[src/hdl/thread_delay_timer_bank_unit_defines.svh]
// ----------------------------------------------------------------------------
// Thread delay timer bank - assertion macros
// Concurrent check macros used by the top-level RTL file; empty when SYNTH is set.
// ----------------------------------------------------------------------------
`ifndef THREAD_DELAY_TIMER_BANK_UNIT_DEFINES_SVH
`define THREAD_DELAY_TIMER_BANK_UNIT_DEFINES_SVH

`ifndef SYNTH
// Same-cycle implication check
`define TDTB_ASSERT_IMP(lbl, clk, rst_n, ante, cons, msg) \
  lbl: assert property (@(posedge clk) disable iff (!rst_n) (ante) |-> (cons)) \
    else $error(msg);
// Next-cycle implication check
`define TDTB_ASSERT_NXT(lbl, clk, rst_n, ante, cons, msg) \
  lbl: assert property (@(posedge clk) disable iff (!rst_n) (ante) |=> (cons)) \
    else $error(msg);
`else
`define TDTB_ASSERT_IMP(lbl, clk, rst_n, ante, cons, msg)
`define TDTB_ASSERT_NXT(lbl, clk, rst_n, ante, cons, msg)
`endif

`endif

[src/hdl/tdtb_pkg.sv]
// ----------------------------------------------------------------------------
// Thread delay timer bank - package
// Field widths, request codes and the structs between sequencer and bank.
// ----------------------------------------------------------------------------
package tdtb_pkg;

  localparam int REQ_W  = 3;
  localparam int THR_W  = 3;
  localparam int CNT_W  = 16;
  localparam int MASK_W = 8;
  localparam int TICK_W = 32;

  // Disabled mask after reset: only thread zero runs
  localparam logic [MASK_W-1:0] DIS_RST = 8'hFE;

  typedef enum logic [REQ_W-1:0] {
    REQ_TICK    = 3'd0,
    REQ_DELAY   = 3'd1,
    REQ_SUSPEND = 3'd2,
    REQ_RESUME  = 3'd3,
    REQ_DISABLE = 3'd4,
    REQ_ENABLE  = 3'd5
  } req_type_t;

  // Sequencer to counter bank
  typedef struct packed {
    logic             we;
    logic [THR_W-1:0] waddr;
    logic [CNT_W-1:0] wdata;
    logic             re;
    logic [THR_W-1:0] raddr;
  } cnt_ctl_t;

  // Counter bank to sequencer
  typedef struct packed {
    logic             nz;
    logic             expire;
    logic [CNT_W-1:0] dec;
  } cnt_sts_t;

endpackage

[src/hdl/tdtb_req_if.sv]
// ----------------------------------------------------------------------------
// Thread delay timer bank - request channel
// Valid/ready channel carrying one kernel request item.
// ----------------------------------------------------------------------------
interface tdtb_req_if;
  logic                          valid;
  logic                          ready;
  logic [tdtb_pkg::REQ_W-1:0]    req_type;
  logic [tdtb_pkg::THR_W-1:0]    thread_sel;
  logic [tdtb_pkg::CNT_W-1:0]    delay_ticks;

  modport source (output valid, req_type, thread_sel, delay_ticks, input ready);
  modport sink   (input valid, req_type, thread_sel, delay_ticks, output ready);
endinterface

[src/hdl/tdtb_res_if.sv]
// ----------------------------------------------------------------------------
// Thread delay timer bank - result channel
// Valid/ready channel carrying the thread masks and tick total.
// ----------------------------------------------------------------------------
interface tdtb_res_if;
  logic                          valid;
  logic                          ready;
  logic [tdtb_pkg::MASK_W-1:0]   disabled_mask;
  logic [tdtb_pkg::MASK_W-1:0]   suspended_mask;
  logic [tdtb_pkg::MASK_W-1:0]   ready_mask;
  logic [tdtb_pkg::TICK_W-1:0]   tick_total;

  modport source (output valid, disabled_mask, suspended_mask, ready_mask, tick_total,
                  input ready);
  modport sink   (input valid, disabled_mask, suspended_mask, ready_mask, tick_total,
                  output ready);
endinterface

[src/hdl/tdtb_ctr_bank.sv]
// ----------------------------------------------------------------------------
// Thread delay timer bank - counter bank
// Delay counter memory with one write and one registered read port, and the
// shared decrement unit that the tick scan walks over every thread.
// ----------------------------------------------------------------------------
module tdtb_ctr_bank #(
  parameter int THREAD_COUNT = 8
) (
  input  logic                clk,
  input  logic                rst_n,
  input  tdtb_pkg::cnt_ctl_t  ctl,
  output tdtb_pkg::cnt_sts_t  sts
);
  import tdtb_pkg::*;

  localparam int IDX_W = (THREAD_COUNT > 1) ? $clog2(THREAD_COUNT) : 1;

  logic [CNT_W-1:0]        mem [THREAD_COUNT];
  logic [THREAD_COUNT-1:0] vld_r;
  logic [CNT_W-1:0]        rdata_r;
  logic                    rvld_r;
  logic [CNT_W-1:0]        cnt;

  // Write port
  always_ff @(posedge clk) begin
    if (ctl.we) begin
      mem[ctl.waddr[IDX_W-1:0]] <= ctl.wdata;
    end
  end

  // Registered read port
  always_ff @(posedge clk) begin
    if (ctl.re) begin
      rdata_r <= mem[ctl.raddr[IDX_W-1:0]];
    end
  end

  // Entry valid bits: an unwritten counter reads as zero
  always_ff @(posedge clk) begin
    if (!rst_n) begin
      vld_r  <= '0;
      rvld_r <= 1'b0;
    end else begin
      if (ctl.we) begin
        vld_r[ctl.waddr[IDX_W-1:0]] <= 1'b1;
      end
      if (ctl.re) begin
        rvld_r <= vld_r[ctl.raddr[IDX_W-1:0]];
      end
    end
  end

  // Shared decrement and zero detect
  assign cnt        = rvld_r ? rdata_r : '0;
  assign sts.nz     = |cnt;
  assign sts.expire = (cnt == CNT_W'(1));
  assign sts.dec    = cnt - CNT_W'(1);

endmodule

[src/hdl/thread_delay_timer_bank_unit.sv]
// ----------------------------------------------------------------------------
// Thread delay timer bank - top level
// Per-thread delay counters, disabled and suspended masks and a tick count,
// with a sequencer that walks the counters through one shared decrementer.
// ----------------------------------------------------------------------------
//  Channel   Dir  Fields                                            Handshake
//  in_ch     in   req_type, thread_sel, delay_ticks                 valid/ready
//  out_ch    out  disabled_mask, suspended_mask, ready_mask,        valid/ready
//                 tick_total
//
//  A non-tick request is applied at acceptance; its result is valid the next
//  cycle. A tick visits each thread with a read state and then an update
//  state, through the counter memory's single read port and the shared
//  decrementer, then a finish state. in_ch.ready is low during a tick scan
//  and while an unread result holds the output register. Reset: only thread
//  zero enabled, all counters and the tick count zero; no clearing pass.
// ----------------------------------------------------------------------------
`include "thread_delay_timer_bank_unit_defines.svh"

module thread_delay_timer_bank_unit #(
  parameter int THREAD_COUNT = 8
) (
  input  logic       clk,
  input  logic       rst_n,
  tdtb_req_if.sink   in_ch,
  tdtb_res_if.source out_ch
);
  import tdtb_pkg::*;

  localparam int               IDX_W    = (THREAD_COUNT > 1) ? $clog2(THREAD_COUNT) : 1;
  localparam logic [IDX_W-1:0] IDX_LAST = IDX_W'(THREAD_COUNT - 1);
  localparam logic [MASK_W-1:0] ALL_M   = MASK_W'((9'd1 << THREAD_COUNT) - 9'd1);

  typedef enum logic [3:0] {
    ST_IDLE = 4'b0001,
    ST_RD   = 4'b0010,
    ST_UPD  = 4'b0100,
    ST_FIN  = 4'b1000
  } state_t;

  state_t             st_r, st_nxt;
  logic [IDX_W-1:0]   idx_r, idx_nxt;
  logic [MASK_W-1:0]  dis_r, dis_nxt;
  logic [MASK_W-1:0]  sus_r, sus_nxt;
  logic [TICK_W-1:0]  tick_r, tick_nxt;
  logic               out_valid_r, out_valid_nxt;
  logic [MASK_W-1:0]  out_dis_r, out_sus_r, out_rdy_r;
  logic [TICK_W-1:0]  out_tick_r;

  logic               in_acc;
  logic               is_tick;
  logic               sel_ok;
  logic [MASK_W-1:0]  sel_m;
  logic               load;
  cnt_ctl_t           ctl;
  cnt_sts_t           sts;

  tdtb_ctr_bank #(
    .THREAD_COUNT (THREAD_COUNT)
  ) u_bank (
    .clk   (clk),
    .rst_n (rst_n),
    .ctl   (ctl),
    .sts   (sts)
  );

  // Accept only when idle and the output register is free or draining
  assign in_ch.ready = (st_r == ST_IDLE) && (!out_valid_r || out_ch.ready);
  assign in_acc      = in_ch.valid && in_ch.ready;
  assign is_tick     = (in_ch.req_type == REQ_TICK);
  assign sel_ok      = ({29'd0, in_ch.thread_sel} < 32'(THREAD_COUNT));
  assign sel_m       = sel_ok ? (MASK_W'(1) << in_ch.thread_sel) : '0;

  // Sequencer and mask updates
  always_comb begin
    st_nxt   = st_r;
    idx_nxt  = idx_r;
    dis_nxt  = dis_r;
    sus_nxt  = sus_r;
    tick_nxt = tick_r;
    load     = 1'b0;
    ctl      = '0;
    case (st_r)
      ST_IDLE: begin
        if (in_acc) begin
          if (is_tick) begin
            tick_nxt = tick_r + TICK_W'(1);
            idx_nxt  = '0;
            st_nxt   = ST_RD;
          end else begin
            load = 1'b1;
            case (in_ch.req_type)
              REQ_DELAY: begin
                dis_nxt   = dis_r | sel_m;
                ctl.we    = sel_ok;
                ctl.waddr = in_ch.thread_sel;
                ctl.wdata = in_ch.delay_ticks;
              end
              REQ_SUSPEND: sus_nxt = sus_r | sel_m;
              REQ_RESUME:  sus_nxt = sus_r & ~sel_m;
              REQ_DISABLE: dis_nxt = dis_r | sel_m;
              REQ_ENABLE:  dis_nxt = dis_r & ~sel_m;
              default: ;
            endcase
          end
        end
      end
      ST_RD: begin
        ctl.re    = 1'b1;
        ctl.raddr = THR_W'(idx_r);
        st_nxt    = ST_UPD;
      end
      ST_UPD: begin
        // Decrement a running counter; release the thread when it expires
        ctl.we    = sts.nz;
        ctl.waddr = THR_W'(idx_r);
        ctl.wdata = sts.dec;
        if (sts.expire) begin
          dis_nxt = dis_r & ~(MASK_W'(1) << idx_r);
        end
        if (idx_r == IDX_LAST) begin
          st_nxt = ST_FIN;
        end else begin
          idx_nxt = idx_r + IDX_W'(1);
          st_nxt  = ST_RD;
        end
      end
      ST_FIN: begin
        load   = 1'b1;
        st_nxt = ST_IDLE;
      end
      default: st_nxt = ST_IDLE;
    endcase
  end

  assign out_valid_nxt = (out_valid_r && !out_ch.ready) || load;

  // Control and state registers
  always_ff @(posedge clk) begin
    if (!rst_n) begin
      st_r        <= ST_IDLE;
      idx_r       <= '0;
      dis_r       <= DIS_RST & ALL_M;
      sus_r       <= '0;
      tick_r      <= '0;
      out_valid_r <= 1'b0;
    end else begin
      st_r        <= st_nxt;
      idx_r       <= idx_nxt;
      dis_r       <= dis_nxt;
      sus_r       <= sus_nxt;
      tick_r      <= tick_nxt;
      out_valid_r <= out_valid_nxt;
    end
  end

  // Output register: hold the item until it is taken
  always_ff @(posedge clk) begin
    if (load) begin
      out_dis_r  <= dis_nxt & ALL_M;
      out_sus_r  <= sus_nxt & ALL_M;
      out_rdy_r  <= ~(dis_nxt | sus_nxt) & ALL_M;
      out_tick_r <= tick_nxt;
    end
  end

  assign out_ch.valid          = out_valid_r;
  assign out_ch.disabled_mask  = out_dis_r;
  assign out_ch.suspended_mask = out_sus_r;
  assign out_ch.ready_mask     = out_rdy_r;
  assign out_ch.tick_total     = out_tick_r;

  // Checks
  `TDTB_ASSERT_NXT(a_tick_starts_scan, clk, rst_n, in_acc && is_tick, st_r == ST_RD, "tick did not start the counter scan")
  `TDTB_ASSERT_NXT(a_tick_count_step, clk, rst_n, in_acc && is_tick, tick_r == $past(tick_r) + TICK_W'(1), "tick count did not advance by one")
  `TDTB_ASSERT_IMP(a_no_result_in_scan, clk, rst_n, st_r == ST_RD || st_r == ST_UPD, !out_valid_r, "result pending during a tick scan")
  `TDTB_ASSERT_IMP(a_masks_disjoint, clk, rst_n, out_valid_r, (out_dis_r & out_rdy_r) == '0, "thread both disabled and ready")

endmodule
[src/flat_wrapper.sv]
// flat-port wrapper written by rule: the top's interface ports become plain ports
module thread_delay_timer_bank_unit_flat import tdtb_pkg::*;
#(
  parameter int THREAD_COUNT = 8
)
  (clk, rst_n, in_ch_valid, in_ch_req_type, in_ch_thread_sel, in_ch_delay_ticks, in_ch_ready, out_ch_valid, out_ch_disabled_mask, out_ch_suspended_mask, out_ch_ready_mask, out_ch_tick_total, out_ch_ready);
  tdtb_req_if in_ch_i ();
  tdtb_res_if out_ch_i ();
  input  logic clk;
  input  logic rst_n;
  input wire logic [$bits(in_ch_i.valid)-1:0] in_ch_valid;
  input wire logic [$bits(in_ch_i.req_type)-1:0] in_ch_req_type;
  input wire logic [$bits(in_ch_i.thread_sel)-1:0] in_ch_thread_sel;
  input wire logic [$bits(in_ch_i.delay_ticks)-1:0] in_ch_delay_ticks;
  output wire logic [$bits(in_ch_i.ready)-1:0] in_ch_ready;
  output wire logic [$bits(out_ch_i.valid)-1:0] out_ch_valid;
  output wire logic [$bits(out_ch_i.disabled_mask)-1:0] out_ch_disabled_mask;
  output wire logic [$bits(out_ch_i.suspended_mask)-1:0] out_ch_suspended_mask;
  output wire logic [$bits(out_ch_i.ready_mask)-1:0] out_ch_ready_mask;
  output wire logic [$bits(out_ch_i.tick_total)-1:0] out_ch_tick_total;
  input wire logic [$bits(out_ch_i.ready)-1:0] out_ch_ready;
  assign in_ch_i.valid = in_ch_valid;
  assign in_ch_i.req_type = in_ch_req_type;
  assign in_ch_i.thread_sel = in_ch_thread_sel;
  assign in_ch_i.delay_ticks = in_ch_delay_ticks;
  assign in_ch_ready = in_ch_i.ready;
  assign out_ch_valid = out_ch_i.valid;
  assign out_ch_disabled_mask = out_ch_i.disabled_mask;
  assign out_ch_suspended_mask = out_ch_i.suspended_mask;
  assign out_ch_ready_mask = out_ch_i.ready_mask;
  assign out_ch_tick_total = out_ch_i.tick_total;
  assign out_ch_i.ready = out_ch_ready;
  thread_delay_timer_bank_unit #(.THREAD_COUNT(THREAD_COUNT)) u_core (.clk(clk), .rst_n(rst_n), .in_ch(in_ch_i), .out_ch(out_ch_i));
endmodule
[config.mk]
export PLATFORM = sky130hd
export DESIGN_NAME = thread_delay_timer_bank_unit_flat
export DESIGN_NICKNAME = d
export VERILOG_FILES = /design/src/hdl/tdtb_pkg.sv /design/src/hdl/tdtb_req_if.sv /design/src/hdl/tdtb_res_if.sv /design/src/hdl/tdtb_ctr_bank.sv /design/src/hdl/thread_delay_timer_bank_unit.sv /design/src/flat_wrapper.sv
export VERILOG_INCLUDE_DIRS = /design/src /design/src/hdl
export SDC_FILE = /design/constraint.sdc
export NUM_CORES = 1
export LEC_CHECK = 0
export ABC_CLOCK_PERIOD_IN_PS = 10800
export BUFFER_PORTS_ARGS = -buffer_cell sky130_fd_sc_hd__buf_2
export CAP_MARGIN = 10
export CORE_UTILIZATION = 50
export DETAILED_ROUTE_END_ITERATION = 8
export MAX_ROUTING_LAYER = met4
export PLACE_DENSITY = 0.68
export SETUP_SLACK_MARGIN = 0.05
export SLEW_MARGIN = 30
export SYNTH_ARGS = -nofsm -noshare
export SYNTH_HDL_FRONTEND = slang
export SYNTH_SLANG_ARGS = --single-unit
[constraint.sdc]
create_clock -name clk -period 10.8 [get_ports clk]
set_input_delay 0 -clock clk [delete_from_list [all_inputs] [get_ports clk]]
set_output_delay 0 -clock clk [all_outputs]
set_load 0.005 [all_outputs]
; Word-level counts from Yosys, hierarchy flattened
; Memory sizes are Yosys's and may differ from the RTL's. A register that Yosys moved wholly into a read port is not among the register bits.
; Index checks and enable logic that the tools add are counted.
[word_totals]
ff_bits = 121
latchBits = 0
ram_bits = 128
mem_bits_ro = 0
inputBits = 26
word_cells = 94
n_memories = 1
[mem_list]
columns = name, depth, width, rd, rd_ports_with_merged_regs, write_ports, line
row1 = u_core.u_bank.mem, 8, 16, 1, 1, 1, tdtb_ctr_bank.sv:18  ; logic [CNT_W-1:0] mem [THREAD_COUNT];
[op_classes]
add_sub_neg = 3
mul = 0
div_mod_pow = 0
magnitude_cmp = 3
eq_ne = 14
shifts = 2
muxes = 35
bitwise_logic = 10
reduce_logical = 14
[op_table]
columns = operator, n
row1 = two-way mux 32 bit, 3
row2 = two-way mux 20 bit, 3
row3 = two-way mux 8 bit, 6
row4 = one-hot mux 8 bit (2 select lines), 3
row5 = one-hot mux 20 bit (2 select lines), 1
row6 = adder 32 x 1 -> 32 bit (second input constant), 1
row7 = bitwise OR 8 bit, 4
row8 = bitwise AND 8 bit, 3
row9 = NOT 8 bit, 3
row10 = == test 16 x 1 -> 1 bit (second input constant), 1
row11 = two-way mux 16 bit, 1
row12 = two-way mux 4 bit, 4
row13 = OR reduction 16 bit, 1
row14 = left shift 1 x 3 -> 8 bit (first input constant), 2
row15 = subtractor 16 x 1 -> 16 bit (second input constant), 1
row16 = one-hot mux 4 bit (3 select lines), 1
row17 = == test 3 bit (second input constant), 3
row18 = two-way mux 3 bit, 3
row19 = less-than comparator 3 x 4 -> 1 bit (second input constant), 2
row20 = == test 3 x 2 -> 1 bit (second input constant), 2
row21 = two-way mux 1 bit, 6
row22 = one-hot mux 3 bit (2 select lines), 1
row23 = == test 4 x 1 -> 1 bit (second input constant), 1
row24 = == test 4 x 2 -> 1 bit (second input constant), 1
row25 = other kinds (18), 24

; Depth between registers and ports, before layout
; Gate-level depths: netlist of run 1.
[depth]
word_depth = 11
mapped_depth = 9
ltp_nobuf = 7

; Cells and area by module
; Synthesis of run 1 repeated with hierarchy kept, for this count alone.
[hier_totals]
hier_cells = 777
hier_area_um2 = 11320.9
[modules_own_cells]
columns = module, instances, cells_each, area_per_inst_um2
row1 = tdtb_ctr_bank, 1, 309, 6189.7
row2 = thread_delay_timer_bank_unit, 1, 468, 5131.2

; Least setup slack after synthesis of run 1
; Ideal clock, no wire load.
[synth_path]
path_type = register to register
from = register u_core.st_r[1]
to = register u_core.out_dis_r[0], in the netlist u_core.out_ch.disabled_mask[0] (enable)
setup_time_ns = 0.550
arrival_time_ns = 5.171
required_time_ns = 10.250
path_slack_ns = 5.080
path_stages_with_launch = 5
n_path_buf = 1
cell_sequence = dfxtp_1 buf_2 nor4b_4 nand3_1 o21ai_0
[synth_between]
elab_chain_len = 5
elab_cells_between_ends = 6
classes_between = eq/ne: 2 / mux: 2 / reduce/logical: 2
[synth_rtl]
columns = element, line
row1 = start: declaration, thread_delay_timer_bank_unit.sv:41  ; state_t st_r, st_nxt;
row2 = start signal: assignment, thread_delay_timer_bank_unit.sv:148  ; st_r <= st_nxt;
row3 = == test 4 x 1 -> 1 bit, "thread_delay_timer_bank_unit.sv:68, thread_delay_timer_bank_unit.sv:83"
row4 = logical AND 1 bit, thread_delay_timer_bank_unit.sv:68  ; assign in_ch.ready = (st_r == ST_IDLE) && (!out_valid_r || out_ch.ready);
row5 = logical AND 1 bit, thread_delay_timer_bank_unit.sv:69  ; assign in_acc = in_ch.valid && in_ch.ready;
row6 = two-way mux 1 bit, thread_delay_timer_bank_unit.sv:85  ; if (in_acc) begin
row7 = one-hot mux 1 bit (2 select lines) *, thread_delay_timer_bank_unit.sv:83  ; case (st_r)
row8 = named net u_core.load, thread_delay_timer_bank_unit.sv:54  ; logic load;
row9 = end signal: assignment, thread_delay_timer_bank_unit.sv:160  ; out_dis_r <= dis_nxt & ALL_M;
row10 = end: declaration, thread_delay_timer_bank_unit.sv:47  ; logic [MASK_W-1:0] out_dis_r, out_sus_r, out_rdy_r;
; The timed path passes the listed nets; every way through them passes the cells marked *.
; A chain may end at the register's enable or synchronous reset.

; Worst setup path in the final report of run 1
[layout_path]
from = register u_core.st_r[0]
to = memory u_core.u_bank.mem[6][7] (enable)
[layout_between]
elab_chain_len = 7
elab_cells_between_ends = 8
classes_between = eq/ne: 2 / mux: 4 / reduce/logical: 2
[layout_rtl]
columns = element, line
row1 = == test 4 x 1 -> 1 bit, "thread_delay_timer_bank_unit.sv:68, thread_delay_timer_bank_unit.sv:83"
row2 = logical AND 1 bit, thread_delay_timer_bank_unit.sv:68
row3 = logical AND 1 bit, thread_delay_timer_bank_unit.sv:69
row4 = two-way mux 20 bit, thread_delay_timer_bank_unit.sv:85
row5 = one-hot mux 20 bit (2 select lines) *, thread_delay_timer_bank_unit.sv:83
row6 = two-way mux 1 bit, tdtb_ctr_bank.sv:26  ; if (ctl.we) begin
row7 = two-way mux 1 bit (implied by the code), tdtb_ctr_bank.sv:27  ; mem[ctl.waddr[IDX_W-1:0]] <= ctl.wdata;
row8 = end: declaration, tdtb_ctr_bank.sv:18
; Every way passes the cells marked *; elsewhere a longest branch is shown, timed or not.

==> results.md, run 1 <==
- Antenna-violating nets left: 0
- Met2 Usage GRT: 0.336
- Via density per instance: 5.90
- Setup TNS Final: 0 ns
- CP Data Required Time: 11.02 ns
- CP Launch Type: flop
- Final Max Tran Viols: 0
- Crit-path slowest cell: nor4b_4
- Remaining DRCs: 0
- Setup Skew: 0.0294 ns
- Initial Util: 0.516
- Initial antenna violation count: 0
- Largest net degree at the start of global routing: 70
- RSZ-0062 raised after global routing: no
- Crit path time final: 3.79 ns
- FFs w/ async S/R, synth: 0
- Core Region: 0.0222 mm²
- Syn Inst Count: 914
- Nets: 1021
- Fin util: 0.588
- Final Hold Viols: 0
- Number of global-route vias before repair: 7167
- Overflow after GRT: 0
- Clock Tree Root: clkbuf_16
- Top Family by Delay on Critical Path: simple AND/OR/NAND/NOR gates
- Pleak: 4.75 nW
- Post-synthesis instance area: 0.0114 mm²
- CP peak stage delay: 0.82 ns
- Synth-to-Final Area Change: 13.8%
- Synth Flop Type: edfxtp_1
- Tcrit/Tclk final: 0.351
- DR iter-0 viols: 673
- Layout cell share with drive strength beyond 1: 0.169
- Number of post-CTS setup repair buffers: 0
- Pre-antenna DRT Iters: 5
- Fillers: 1776
- Port bufs: 83
- Cell Pwr Density: 160 mW/mm²
- Outcome: complete, no violations
- Final count of negative-setup-slack endpoints: 0
- Worst-skew pair later-pin latency: 0.54 ns
- H-tree level count: 1
- CP Data Arrival Time: 4.01 ns
- Yosys cell types: 59
- Sequential cell area fraction in the yosys report: 0.639
- Post-route cell area: 0.0130 mm²
- CTS tree: built
- Yosys warning total: 0
- Num CTS Buffers: 27
- First-pass GRT wire length: 39.6 mm
- Worst hold slack: 0.0186 ns
- Via count: 7595
- Ant diodes: 0
- GR Layer Usage met3: 0.0309
- Clock buffer depth: 3
- Worst-path cell chain: nor4b_4 > nand3_1 > o22ai_1 > nor2b_1 > buf_4
- Crit path buf inv count: 1
- Slew HR: 0.374
- Max cap viols: 0
- Gr usage total: 0.222
- Crit path kind: reg2reg
- Max frequency: 264 MHz
- Row count: 54
- Total Wirelength: 24.9 mm
- Final GP Congestion: 0.914
- Die height: 153 µm
- Number of synthesized flops with an enable pin: 200
- Measured slew at the worst slew-check pin: 0.929 ns
- FF+latch count, synth: 265
- Placed cells: 1234
- Top Usage Layer GRT: met2
- Die Area: 0.0235 mm²
- GRT met1 Usage: 0.311
- Final cell count without fillers: 1287
- Drt wl/cell: 19.3 µm
- Avg Inst Size Synth: 12.5 µm²
- FF/Latch Area: 0.00731 mm²
- I/O Pins: 84
- Die outline width: 153 µm
- Maximum VDD drop: 0.0968 mV
- Crit Path Max Fanout: 19
- Reg clk slew, reported paths: 0.06 ns
- Post-DP HPWL: 15.8 mm
- Clk sinks: 265
- Hold WC Path Type: in2reg
- Post-place instance area: 0.0121 mm²
- Multi-input logic area: 0.00391 mm²
- Setup crit end kind: flop
- Post-Syn Nets: 949
logic make-up (layout without fill, tap and decap cells):
| kind of cell | count (synthesis) | in the layout | synth area share |
|---|---|---|---|
| AO/OA/AOI/OAI | 201 | 201 | 0.120 |
| XOR/XNOR | 36 | 36 | 0.0276 |
| multiplexers | 43 | 43 | 0.0417 |
| adder cells (fa/ha/maj) | 9 | 9 | 0.00984 |
| AND/OR/NAND/NOR | 294 | 294 | 0.140 |
| flip-flops | 265 | 265 | 0.639 |
| buffers and inverters | 66 | 159 | 0.0225 |
cell type report:
cell class	count	share of cell area
inverters	7	0.00202
clock buffers	36	0.0553
clock inverters	14	0.0112
repair buffers	102	0.0434
multi-input cells	583	0.300
flip-flops and latches	265	0.561
well taps	280	0.0269
flip-flops by register name (all words and copies together) (netlist names):
| name | flops |
|---|---|
| u_core.u_bank.rdata_r | 16 |
| u_core.out_ch.tick_total | 32 |
| u_core.u_bank.rvld_r | 1 |
| u_core.out_ch.ready_mask | 8 |
| u_core.out_ch.valid | 1 |
| u_core.tick_r | 32 |
| u_core.u_bank.vld_r | 8 |
| u_core.sus_r | 8 |
| u_core.dis_r | 8 |
| u_core.out_ch.disabled_mask | 8 |
| u_core.st_r | 4 |
| u_core.u_bank.mem | 128 |
| u_core.out_ch.suspended_mask | 8 |
| u_core.idx_r | 3 |
metrics by stage:
| step | power [mW] | setup slack [ns] |
|---|---|---|
| 3_5_place_dp | 1.19 | 7.06 |
| 3_3_place_gp | 1.19 | 7.19 |
| 5_1_grt | 2.14 | 6.86 |
| 6_report | 2.08 | 7.01 |
| 4_1_cts | 2.10 | 7.01 |
| 2_1_floorplan | 1.17 | 5.08 |
what timing repair did:
item                      4_1_cts  5_1_grt
hold buffers                    3        0
resized for setup               0        0
hold endpoints to repair       11        0
Yosys cell counts (10+ instances only):
master / number / area [µm²]
edfxtp_1: 200 / 6010
nand2_1: 84 / 315
dfxtp_1: 65 / 1300
clkbuf_1: 49 / 184
o21ai_0: 36 / 180
and2_1: 35 / 219
a21oi_1: 30 / 150
and3_1: 26 / 163
nand3_1: 26 / 130
nor2_1: 25 / 93.8
mux2i_1: 24 / 240
xnor2_1: 24 / 210
a211oi_1: 18 / 135
nand2b_1: 18 / 113
o22ai_1: 18 / 113
mux2_2: 17 / 191
o211ai_1: 17 / 128
o21a_1: 17 / 128
nand4_1: 15 / 93.8
o31ai_1: 15 / 113
a31oi_1: 14 / 87.6
xor2_1: 12 / 105
or3_1: 11 / 68.8
nor2b_1: 10 / 62.6
worst reg2reg max path, stage by stage (launching register included):
cell and delay [ns]:
dfxtp_1 0.68, nor4b_4 0.82, nand3_1 0.50, o22ai_1 0.36
nor2b_1 0.78, buf_4 0.34
worst paths after layout:
check                                      start                                        end  slack [ns]  cells past startpoint
min reg2reg  u_core.u_bank.vld_r[5]$_SDFFE_PN0P_        u_core.u_bank.vld_r[5]$_SDFFE_PN0P_        0.45                      2
max reg2reg          u_core.st_r[0]$_SDFFE_PN1P_          u_core.u_bank.mem[6][7]$_DFFE_PP_        7.01                      5
min                            in_ch_req_type[0]  u_core.out_ch.suspended_mask[0]$_DFFE_PP_        0.02                      2
max                  u_core.st_r[0]$_SDFFE_PN1P_          u_core.u_bank.mem[6][7]$_DFFE_PP_        7.01                      5
report_power, final:
group	total [mW]	internal (mW)	leakage, nW	switching, mW
clock	0.910	0.539	0.422	0.372
combinational	0.0635	0.0222	1.88	0.0413
sequential	1.11	1.10	2.45	0.00480
total	2.08	1.66	4.75	0.418
metal layers:
metal / wire, µm / vias up
li1: - / 3613
met1: 11300 / 3703
met2: 11600 / 241
met3: 1530 / 38
met4: 480 / 0
met5: 0 / -
cell usage in the layout, fill, tap and decap left out, types with 6 or more instances in the layout:
master / synthesis / routed
xor2_1: 12 / 12
nor3_1: 9 / 9
clkbuf_1: 49 / 8
and2_1: 35 / 35
a31oi_1: 14 / 14
ha_1: 9 / 9
clkbuf_16: 0 / 27
o21a_1: 17 / 17
o41ai_1: 6 / 6
or3_1: 11 / 11
o211ai_1: 17 / 17
o21ai_0: 36 / 35
xnor2_1: 24 / 24
a22o_1: 6 / 6
a2bb2oi_1: 8 / 8
nor4_1: 7 / 7
edfxtp_1: 200 / 200
mux2i_1: 24 / 24
a211oi_1: 18 / 18
a21oi_1: 30 / 30
nor2b_1: 10 / 10
and3_1: 26 / 26
mux2_2: 17 / 17
buf_4: 0 / 16
o31ai_1: 15 / 15
nand2b_1: 18 / 18
nand4_1: 15 / 15
nor2_1: 25 / 24
nand2_1: 84 / 84
and4_1: 7 / 7
inv_1: 6 / 6
nand3_1: 26 / 26
buf_2: 8 / 83
o22ai_1: 18 / 18
dfxtp_1: 65 / 64
Note: power is estimated with default switching activity, not from simulation.
==> run 2: changes to the inputs <==
--- a/config.mk
+++ b/config.mk
@@ -6,7 +6,8 @@
 export SDC_FILE = /design/constraint.sdc
 export NUM_CORES = 1
 export LEC_CHECK = 0
-export ABC_CLOCK_PERIOD_IN_PS = 10800
+export ABC_AREA = 1
+export ABC_CLOCK_PERIOD_IN_PS = 3700
 export BUFFER_PORTS_ARGS = -buffer_cell sky130_fd_sc_hd__buf_2
 export CAP_MARGIN = 10
 export CORE_UTILIZATION = 50
==> constraint.sdc (replaced) <==
create_clock -name clk -period 3.7 [get_ports clk]
set_input_delay 0 -clock clk [delete_from_list [all_inputs] [get_ports clk]]
set_output_delay 0 -clock clk [all_outputs]
set_load 0.005 [all_outputs]
==> run 2 against run 1 <==
First-iteration DRC count decreased by 15%; synthesized area increased by 3.2%; core utilization increased by 0.24 points; clock skew decreased by 0.010 ns; non-clock buffer count increased by 8; register-to-register slack got worse by 6.3 ns; wire length increased by 1.5%; final cell count increased by 27%; combinational power increased to 20 times the previous value; critical path type unchanged; critical endpoint is now u_core.u_bank.mem[0][5]$_DFFE_PP_; largest power group unchanged.
==> results.md, run 2 <==
- Final GP Congestion: 0.897
- Clock buffer depth: 3
- Top cells by area, synth: edfxtp_1, dfxtp_1, nand2_1
- Maximum VDD drop: 0.464 mV
- Final Hold Viols: 0
- Synth top cells by count: nand2_1, edfxtp_1, inv_1, nor2_1
- Antenna-violating nets left: 0
- Number of post-CTS setup repair buffers: 0
- Clk pwr share: 0.353
- Setup TNS Final: 0 ns
- Crit path kind: reg2reg
- Core Region: 0.0229 mm²
- Sequential power share: 0.481
- CP peak stage delay: 0.80 ns
- Post-Syn Nets: 1238
- Outcome: complete, no violations
- Die Area: 0.0242 mm²
- Final Max Tran Viols: 0
- Worst Hold Launch: in_ch_delay_ticks[14]
- Worst Hold Endpoint: u_core.u_bank.mem[7][14]$_DFFE_PP_
- Worst-skew pair later-pin latency: 0.53 ns
- Avg Inst Size Synth: 9.82 µm²
- Crit-path slowest cell: dfxtp_1
- Pleak: 5.50 nW
- Post-synthesis instance area: 0.0118 mm²
- Cell Pwr Density: 559 mW/mm²
- Synth Flop Type: edfxtp_1
- Net switching power: 2.01 mW
- Final count of negative-setup-slack endpoints: 0
- Num CTS Buffers: 26
- CP Launch Type: flop
- Initial Util: 0.515
- Total Wirelength: 25.3 mm
- Clk sinks: 265
- Setup Skew: 0.0194 ns
- Synth top area share: 0.509
- Sw Ratio: 0.267
- Measured slew at the worst slew-check pin: 0.820 ns
- Ant diodes: 0
- Flop-to-flop setup slack: 0.72 ns
- FFs w/ async S/R, synth: 0
- Syn Inst Count: 1203
- RR Endpoint: u_core.u_bank.mem[0][5]$_DFFE_PP_
- RSZ-0062 raised after global routing: no
- Sequential cell area fraction in the yosys report: 0.619
- Port bufs: 83
- Die outline width: 156 µm
- Drt wl/cell: 15.5 µm
- Worst-path cell chain: nand2_1 > ha_1 > nand3_2 > nor2_1 > nand2_1 > nand2_1 > nand2_1 > nand3_1 > inv_1
- Worst hold slack: 0.0240 ns
- DR iter-0 viols: 570
- Pre-antenna DRT Iters: 5
- Most numerous cell on the critical path: nand2_1
- Slew HR: 0.451
- Gate power share: 0.166
- Pint: 5.54 mW
- Crit Path Max Fanout: 25
- Crit path time final: 2.98 ns
- Number of global-route vias before repair: 7972
- Clock Tree Root: clkbuf_16
- Hold WC Path Type: in2reg
- Cell with the most instances after synthesis: nand2_1
- I/O Pins: 84
- CTS tree: built
- First-pass GRT wire length: 40.9 mm
- Row count: 55
- Yosys top cell by area: edfxtp_1
- Die height: 156 µm
- Layout cell share with drive strength beyond 1: 0.138
- R2R Path Start: u_core.u_bank.rvld_r$_SDFFE_PN0N_
- Initial antenna violation count: 0
- Remaining DRCs: 0
- Max reg flops: 128
- Max cap viols: 0
- FF+latch count, synth: 265
- Via density per instance: 5.15
- Gr usage total: 0.222
- Nets: 1337
- Reg clk slew, reported paths: 0.07 ns
- Fillers: 1932
- Synth-to-Final Area Change: 14.5%
- Fin util: 0.590
- Yosys cell types: 44
- Via count: 8422
- Tcrit/Tclk final: 0.805
- Post-DP HPWL: 17.4 mm
- Overflow after GRT: 0
- Number of synthesized flops with an enable pin: 200
- Most common cell after layout, fill and taps aside: nand2_1
- H-tree level count: 1
- Hold Path Stages: 3
- CP Data Required Time: 3.84 ns
- Max frequency: 336 MHz
- Worst r2r path cells: 9
- Most frequent cells in the layout: nand2_1, edfxtp_1, inv_1, nor2_1, buf_2
- Yosys warning total: 0
- CP Data Arrival Time: 3.12 ns
- Setup crit end kind: flop
- Largest net degree at the start of global routing: 57
==> run 2: changes by cell type in the layout (fill, tap and decap cells not counted), moves of 18 or more <==
cell / delta
nand2_1: +206
and2_1: -33
inv_1: +120
o21ai_0: +30
mux2i_1: -24
a211oi_1: -18
and3_1: -25
xnor2_1: -23
nor2_1: +83
a21oi_1: +49
nand2b_1: -18
nand3_1: +53
==> run 2: cell families after synthesis <==
logic type,synth area share
AND/OR/NAND/NOR,0.209
AO/OA/AOI/OAI,0.0922
XOR/XNOR,0.0111
flip-flops,0.619
buffers and inverters,0.0598
adder cells (fa/ha/maj),0.00954
==> run 2: routing by layer <==
| layer | GRT usage | up-vias | routed length (µm) |
|---|---|---|---|
| met1 | 0.329 | 3878 | 12500 |
| met4 | 0.0579 | 0 | 463 |
| met2 | 0.324 | 229 | 10900 |
| li1 | - | 4274 | - |
| met3 | 0.0267 | 41 | 1430 |
| met5 | - | - | 0 |
==> run 2: timing repair <==
action / in CTS / in global routing
hold endpoints to repair: 53 / 0
endpoints found under the setup margin: 0 / 0
hold buffers: 12 / 0
gates resized for setup: 0 / 0
==> run 2: worst max-delay path by stage <==
stage | slack (ns) | from | cells past startpoint | end
floorplan | 1.22 | u_core.st_r[2]$_SDFFE_PN0P_ | 5 | u_core.out_ch.disabled_mask[0]$_DFFE_PP_
detailed placement | 0.74 | u_core.u_bank.rvld_r$_SDFFE_PN0N_ | 9 | u_core.u_bank.mem[0][11]$_DFFE_PP_
global route | 0.49 | u_core.u_bank.rvld_r$_SDFFE_PN0N_ | 9 | u_core.u_bank.mem[4][11]$_DFFE_PP_
global placement | 0.87 | u_core.u_bank.rvld_r$_SDFFE_PN0N_ | 9 | u_core.u_bank.mem[0][11]$_DFFE_PP_
CTS | 0.72 | u_core.u_bank.rvld_r$_SDFFE_PN0N_ | 9 | u_core.u_bank.mem[0][5]$_DFFE_PP_
finish | 0.72 | u_core.u_bank.rvld_r$_SDFFE_PN0N_ | 9 | u_core.u_bank.mem[0][5]$_DFFE_PP_
==> run 2: layout make-up <==
class	instances	area, µm²	share of cell area
Sequential cell	265	7310	0.540
Multi-Input combinational cell	768	3800	0.281
Clock buffer	30	707	0.0523
Timing Repair Buffer	110	648	0.0479
Inverter	131	492	0.0364
Tap cell	313	392	0.0290
Clock inverter	18	174	0.0129
==> run 2: critical path: cells and delay by family (launching register included) <==
family / cells / cell delay (ns)
flip-flops: 1 / 0.80
buffers and inverters: 1 / 0.53
adder cells (fa/ha/maj): 1 / 0.31
AND/OR/NAND/NOR: 7 / 0.95
==> run 2: through the flow <==
| step | cells | cell area, µm² | setup WS (ns) | power, mW |
|---|---|---|---|---|
| after global placement | 1575 | 12500 | 0.873 | 4.93 |
| final | 1635 | 13500 | 0.721 | 7.56 |
| after global routing | 1635 | 13500 | 0.486 | 7.90 |
| after floorplan | 1203 | 11800 | 1.22 | 4.51 |
| after detailed placement | 1575 | 12500 | 0.744 | 4.95 |
| after CTS | 1635 | 13500 | 0.724 | 7.61 |
==> run 2: power by group through the flow <==
stage | logic (mW) | clock network [mW] | registers [mW]
after global placement | 1.23 | 0 | 3.70
final | 1.26 | 2.67 | 3.64
after floorplan | 0.764 | 0 | 3.74
after detailed placement | 1.25 | 0 | 3.70
after global routing | 1.41 | 2.83 | 3.66
after CTS | 1.26 | 2.71 | 3.64
==> run 3: changes to the inputs <==
--- a/config.mk
+++ b/config.mk
@@ -7,13 +7,13 @@
 export NUM_CORES = 1
 export LEC_CHECK = 0
 export ABC_AREA = 1
-export ABC_CLOCK_PERIOD_IN_PS = 3700
+export ABC_CLOCK_PERIOD_IN_PS = 2590
 export BUFFER_PORTS_ARGS = -buffer_cell sky130_fd_sc_hd__buf_2
 export CAP_MARGIN = 10
 export CORE_UTILIZATION = 50
 export DETAILED_ROUTE_END_ITERATION = 8
 export MAX_ROUTING_LAYER = met4
-export PLACE_DENSITY = 0.68
+export PLACE_DENSITY = 0.71
 export SETUP_SLACK_MARGIN = 0.05
 export SLEW_MARGIN = 30
 export SYNTH_ARGS = -nofsm -noshare
==> constraint.sdc (replaced) <==
create_clock -name clk -period 2.59 [get_ports clk]
set_input_delay 0 -clock clk [delete_from_list [all_inputs] [get_ports clk]]
set_output_delay 0 -clock clk [all_outputs]
set_load 0.005 [all_outputs]
==> run 3 against run 2 <==
Flip-flop and latch count is the same; final cell count rose by 0.98%; via count up 3.8%; first-iteration DRC count increased by 25%; critical path type unchanged.
==> results.md, run 3 (synthesis gave the netlist of run 2 again) <==
- Setup TNS Final: 0 ns
- Worst Hold Launch: in_ch_req_type[1]
- CP Data Required Time: 2.77 ns
- Cell Pwr Density: 779 mW/mm²
- CP Data Arrival Time: 2.47 ns
- Crit path time final: 2.29 ns
- Antenna-violating nets left: 0
- Crit path kind: reg2reg
- Initial antenna violation count: 0
- Final GP Congestion: 0.952
- Die outline width: 156 µm
- Clock Tree Root: clkbuf_16
- Sequential power share: 0.491
- Post-place instance area: 0.0127 mm²
- DR iter-0 viols: 711
- Pleak: 5.56 nW
- Outcome: complete, no violations
- Die Area: 0.0242 mm²
- I/O Pins: 84
- First-pass GRT wire length: 42.6 mm
- Row count: 55
- Num CTS Buffers: 26
- Max reg flops: 128
- RR Endpoint: u_core.u_bank.mem[4][10]$_DFFE_PP_
- Net switching power: 2.88 mW
- Crit Path Max Fanout: 11
- Setup Skew: 0.0301 ns
- Measured slew at the worst slew-check pin: 1.01 ns
- Tcrit/Tclk final: 0.884
- Drt wl/cell: 16.3 µm
- Sw Ratio: 0.272
- Most common cell after layout, fill and taps aside: nand2_1
- Post-route cell area: 0.0136 mm²
- Worst r2r path cells: 8
- Slew HR: 0.319
- H-tree level count: 1
- R2R Path Start: u_core.u_bank.rvld_r$_SDFFE_PN0N_
- Initial Util: 0.515
- RSZ-0062 raised after global routing: no
- Total Power: 10.6 mW
- Total Wirelength: 26.8 mm
- FF/Latch Area: 0.00731 mm²
- CTS tree: built
- Clk pwr share: 0.333
- Layout cell share with drive strength beyond 1: 0.144
- Final Max Tran Viols: 0
- Most frequent cells in the layout: nand2_1, edfxtp_1, inv_1, nor2_1, buf_2
- Gr usage total: 0.231
- Setup crit end kind: flop
- Reg clk slew, reported paths: 0.06 ns
- Post-DP HPWL: 17.9 mm
- Remaining DRCs: 0
- CP Launch Type: flop
- Nets: 1353
- Die height: 156 µm
- Worst slack, placed: 0.269 ns
- Hold WC Path Type: in2reg
- Ant diodes: 0
- Fillers: 1928
- Max cap viols: 0
- Worst hold slack: 0.0275 ns
- Number of global-route vias before repair: 8327
- Hold Path Stages: 6
- Pre-antenna DRT Iters: 6
- Clock buffer depth: 3
- Number of post-CTS setup repair buffers: 0
- Max frequency: 437 MHz
- Clk sinks: 265
- Final Hold Viols: 0
- Largest net degree at the start of global routing: 57
- Pint: 7.70 mW
- Overflow after GRT: 0
- Core Region: 0.0229 mm²
- Final count of negative-setup-slack endpoints: 0
- Worst-skew pair later-pin latency: 0.53 ns
- Worst Hold Endpoint: u_core.tick_r[31]$_SDFF_PN0_
- Worst setup margin: 0.300 ns
- Maximum VDD drop: 0.519 mV
- Multi-input logic area: 0.00380 mm²
- Gate power share: 0.176
- Via density per instance: 5.29
- Via count: 8742
- Port bufs: 83
- Flop-to-flop setup slack: 0.30 ns
- Synth-to-Final Area Change: 15.1%
==> run 3: cell types whose count changed in the layout (fill, tap and decap cells not counted), sizes merged <==
cell | before | now
clkinv | 12 | 14
bufinv | 3 | 1
buf | 98 | 115
dlygate4sd3 | 12 | 11
clkbuf | 30 | 33
clkinvlp | 4 | 1
==> run 3: worst max-delay path by stage <==
stage,start,endpoint,cells past startpoint
after global placement,u_core.u_bank.rvld_r$_SDFFE_PN0N_,u_core.u_bank.mem[0][8]$_DFFE_PP_,10
after global routing,u_core.u_bank.rvld_r$_SDFFE_PN0N_,u_core.u_bank.mem[1][10]$_DFFE_PP_,8
final,u_core.u_bank.rvld_r$_SDFFE_PN0N_,u_core.u_bank.mem[4][10]$_DFFE_PP_,8
after detailed placement,u_core.u_bank.rvld_r$_SDFFE_PN0N_,u_core.u_bank.mem[4][10]$_DFFE_PP_,8
after CTS,u_core.u_bank.rvld_r$_SDFFE_PN0N_,u_core.u_bank.mem[1][10]$_DFFE_PP_,8
after floorplan,u_core.st_r[2]$_SDFFE_PN0P_,u_core.out_ch.disabled_mask[0]$_DFFE_PP_,5
==> run 3: layout make-up <==
| class | count | share of cell area |
|---|---|---|
| Clock buffer | 33 | 0.0514 |
| Clock inverter | 15 | 0.00681 |
| Inverter | 131 | 0.0362 |
| Multi-Input combinational cell | 768 | 0.280 |
| Sequential cell | 265 | 0.538 |
| Tap cell | 313 | 0.0288 |
| Timing Repair Buffer | 126 | 0.0591 |
==> run 3: metal layers <==
layer,track usage,vias to the layer above,part of all wire
met3,0.0328,40,0.069
met2,0.360,306,0.46
li1,-,4297,-
met1,0.320,4099,0.46
met5,-,-,0
met4,0.0612,0,0.018
==> run 3: what timing repair did <==
item,4_1_cts,5_1_grt
gates resized for setup,0,1
hold endpoints to repair,43,8
setup endpoints to repair,0,8
hold buffers,10,1
==> run 3: worst max-delay path: stages (launching register included) <==
cell and delay (ns):
dfxtp_2 0.37, nand2_1 0.14, ha_1 0.22, nand3_2 0.14
inv_2 0.09, nand2_2 0.06, o21ai_0 0.15, nand2_1 0.06
o21ai_0 0.72
==> run 3: stage by stage <==
stage                     cells  utilization
after floorplan            1203            -
after global placement     1592        0.553
after detailed placement   1592        0.553
after CTS                  1650        0.592
after global routing       1651        0.593
final                      1651        0.593
==> run 3: power groups by stage <==
stage               sequential, mW  clock, mW  combinational, mW
floorplan                     5.35          0               1.09
global placement              5.28          0               1.81
detailed placement            5.28          0               1.84
CTS                           5.20       3.59               1.86
global route                  5.23       3.74               2.08
finish                        5.19       3.52               1.86
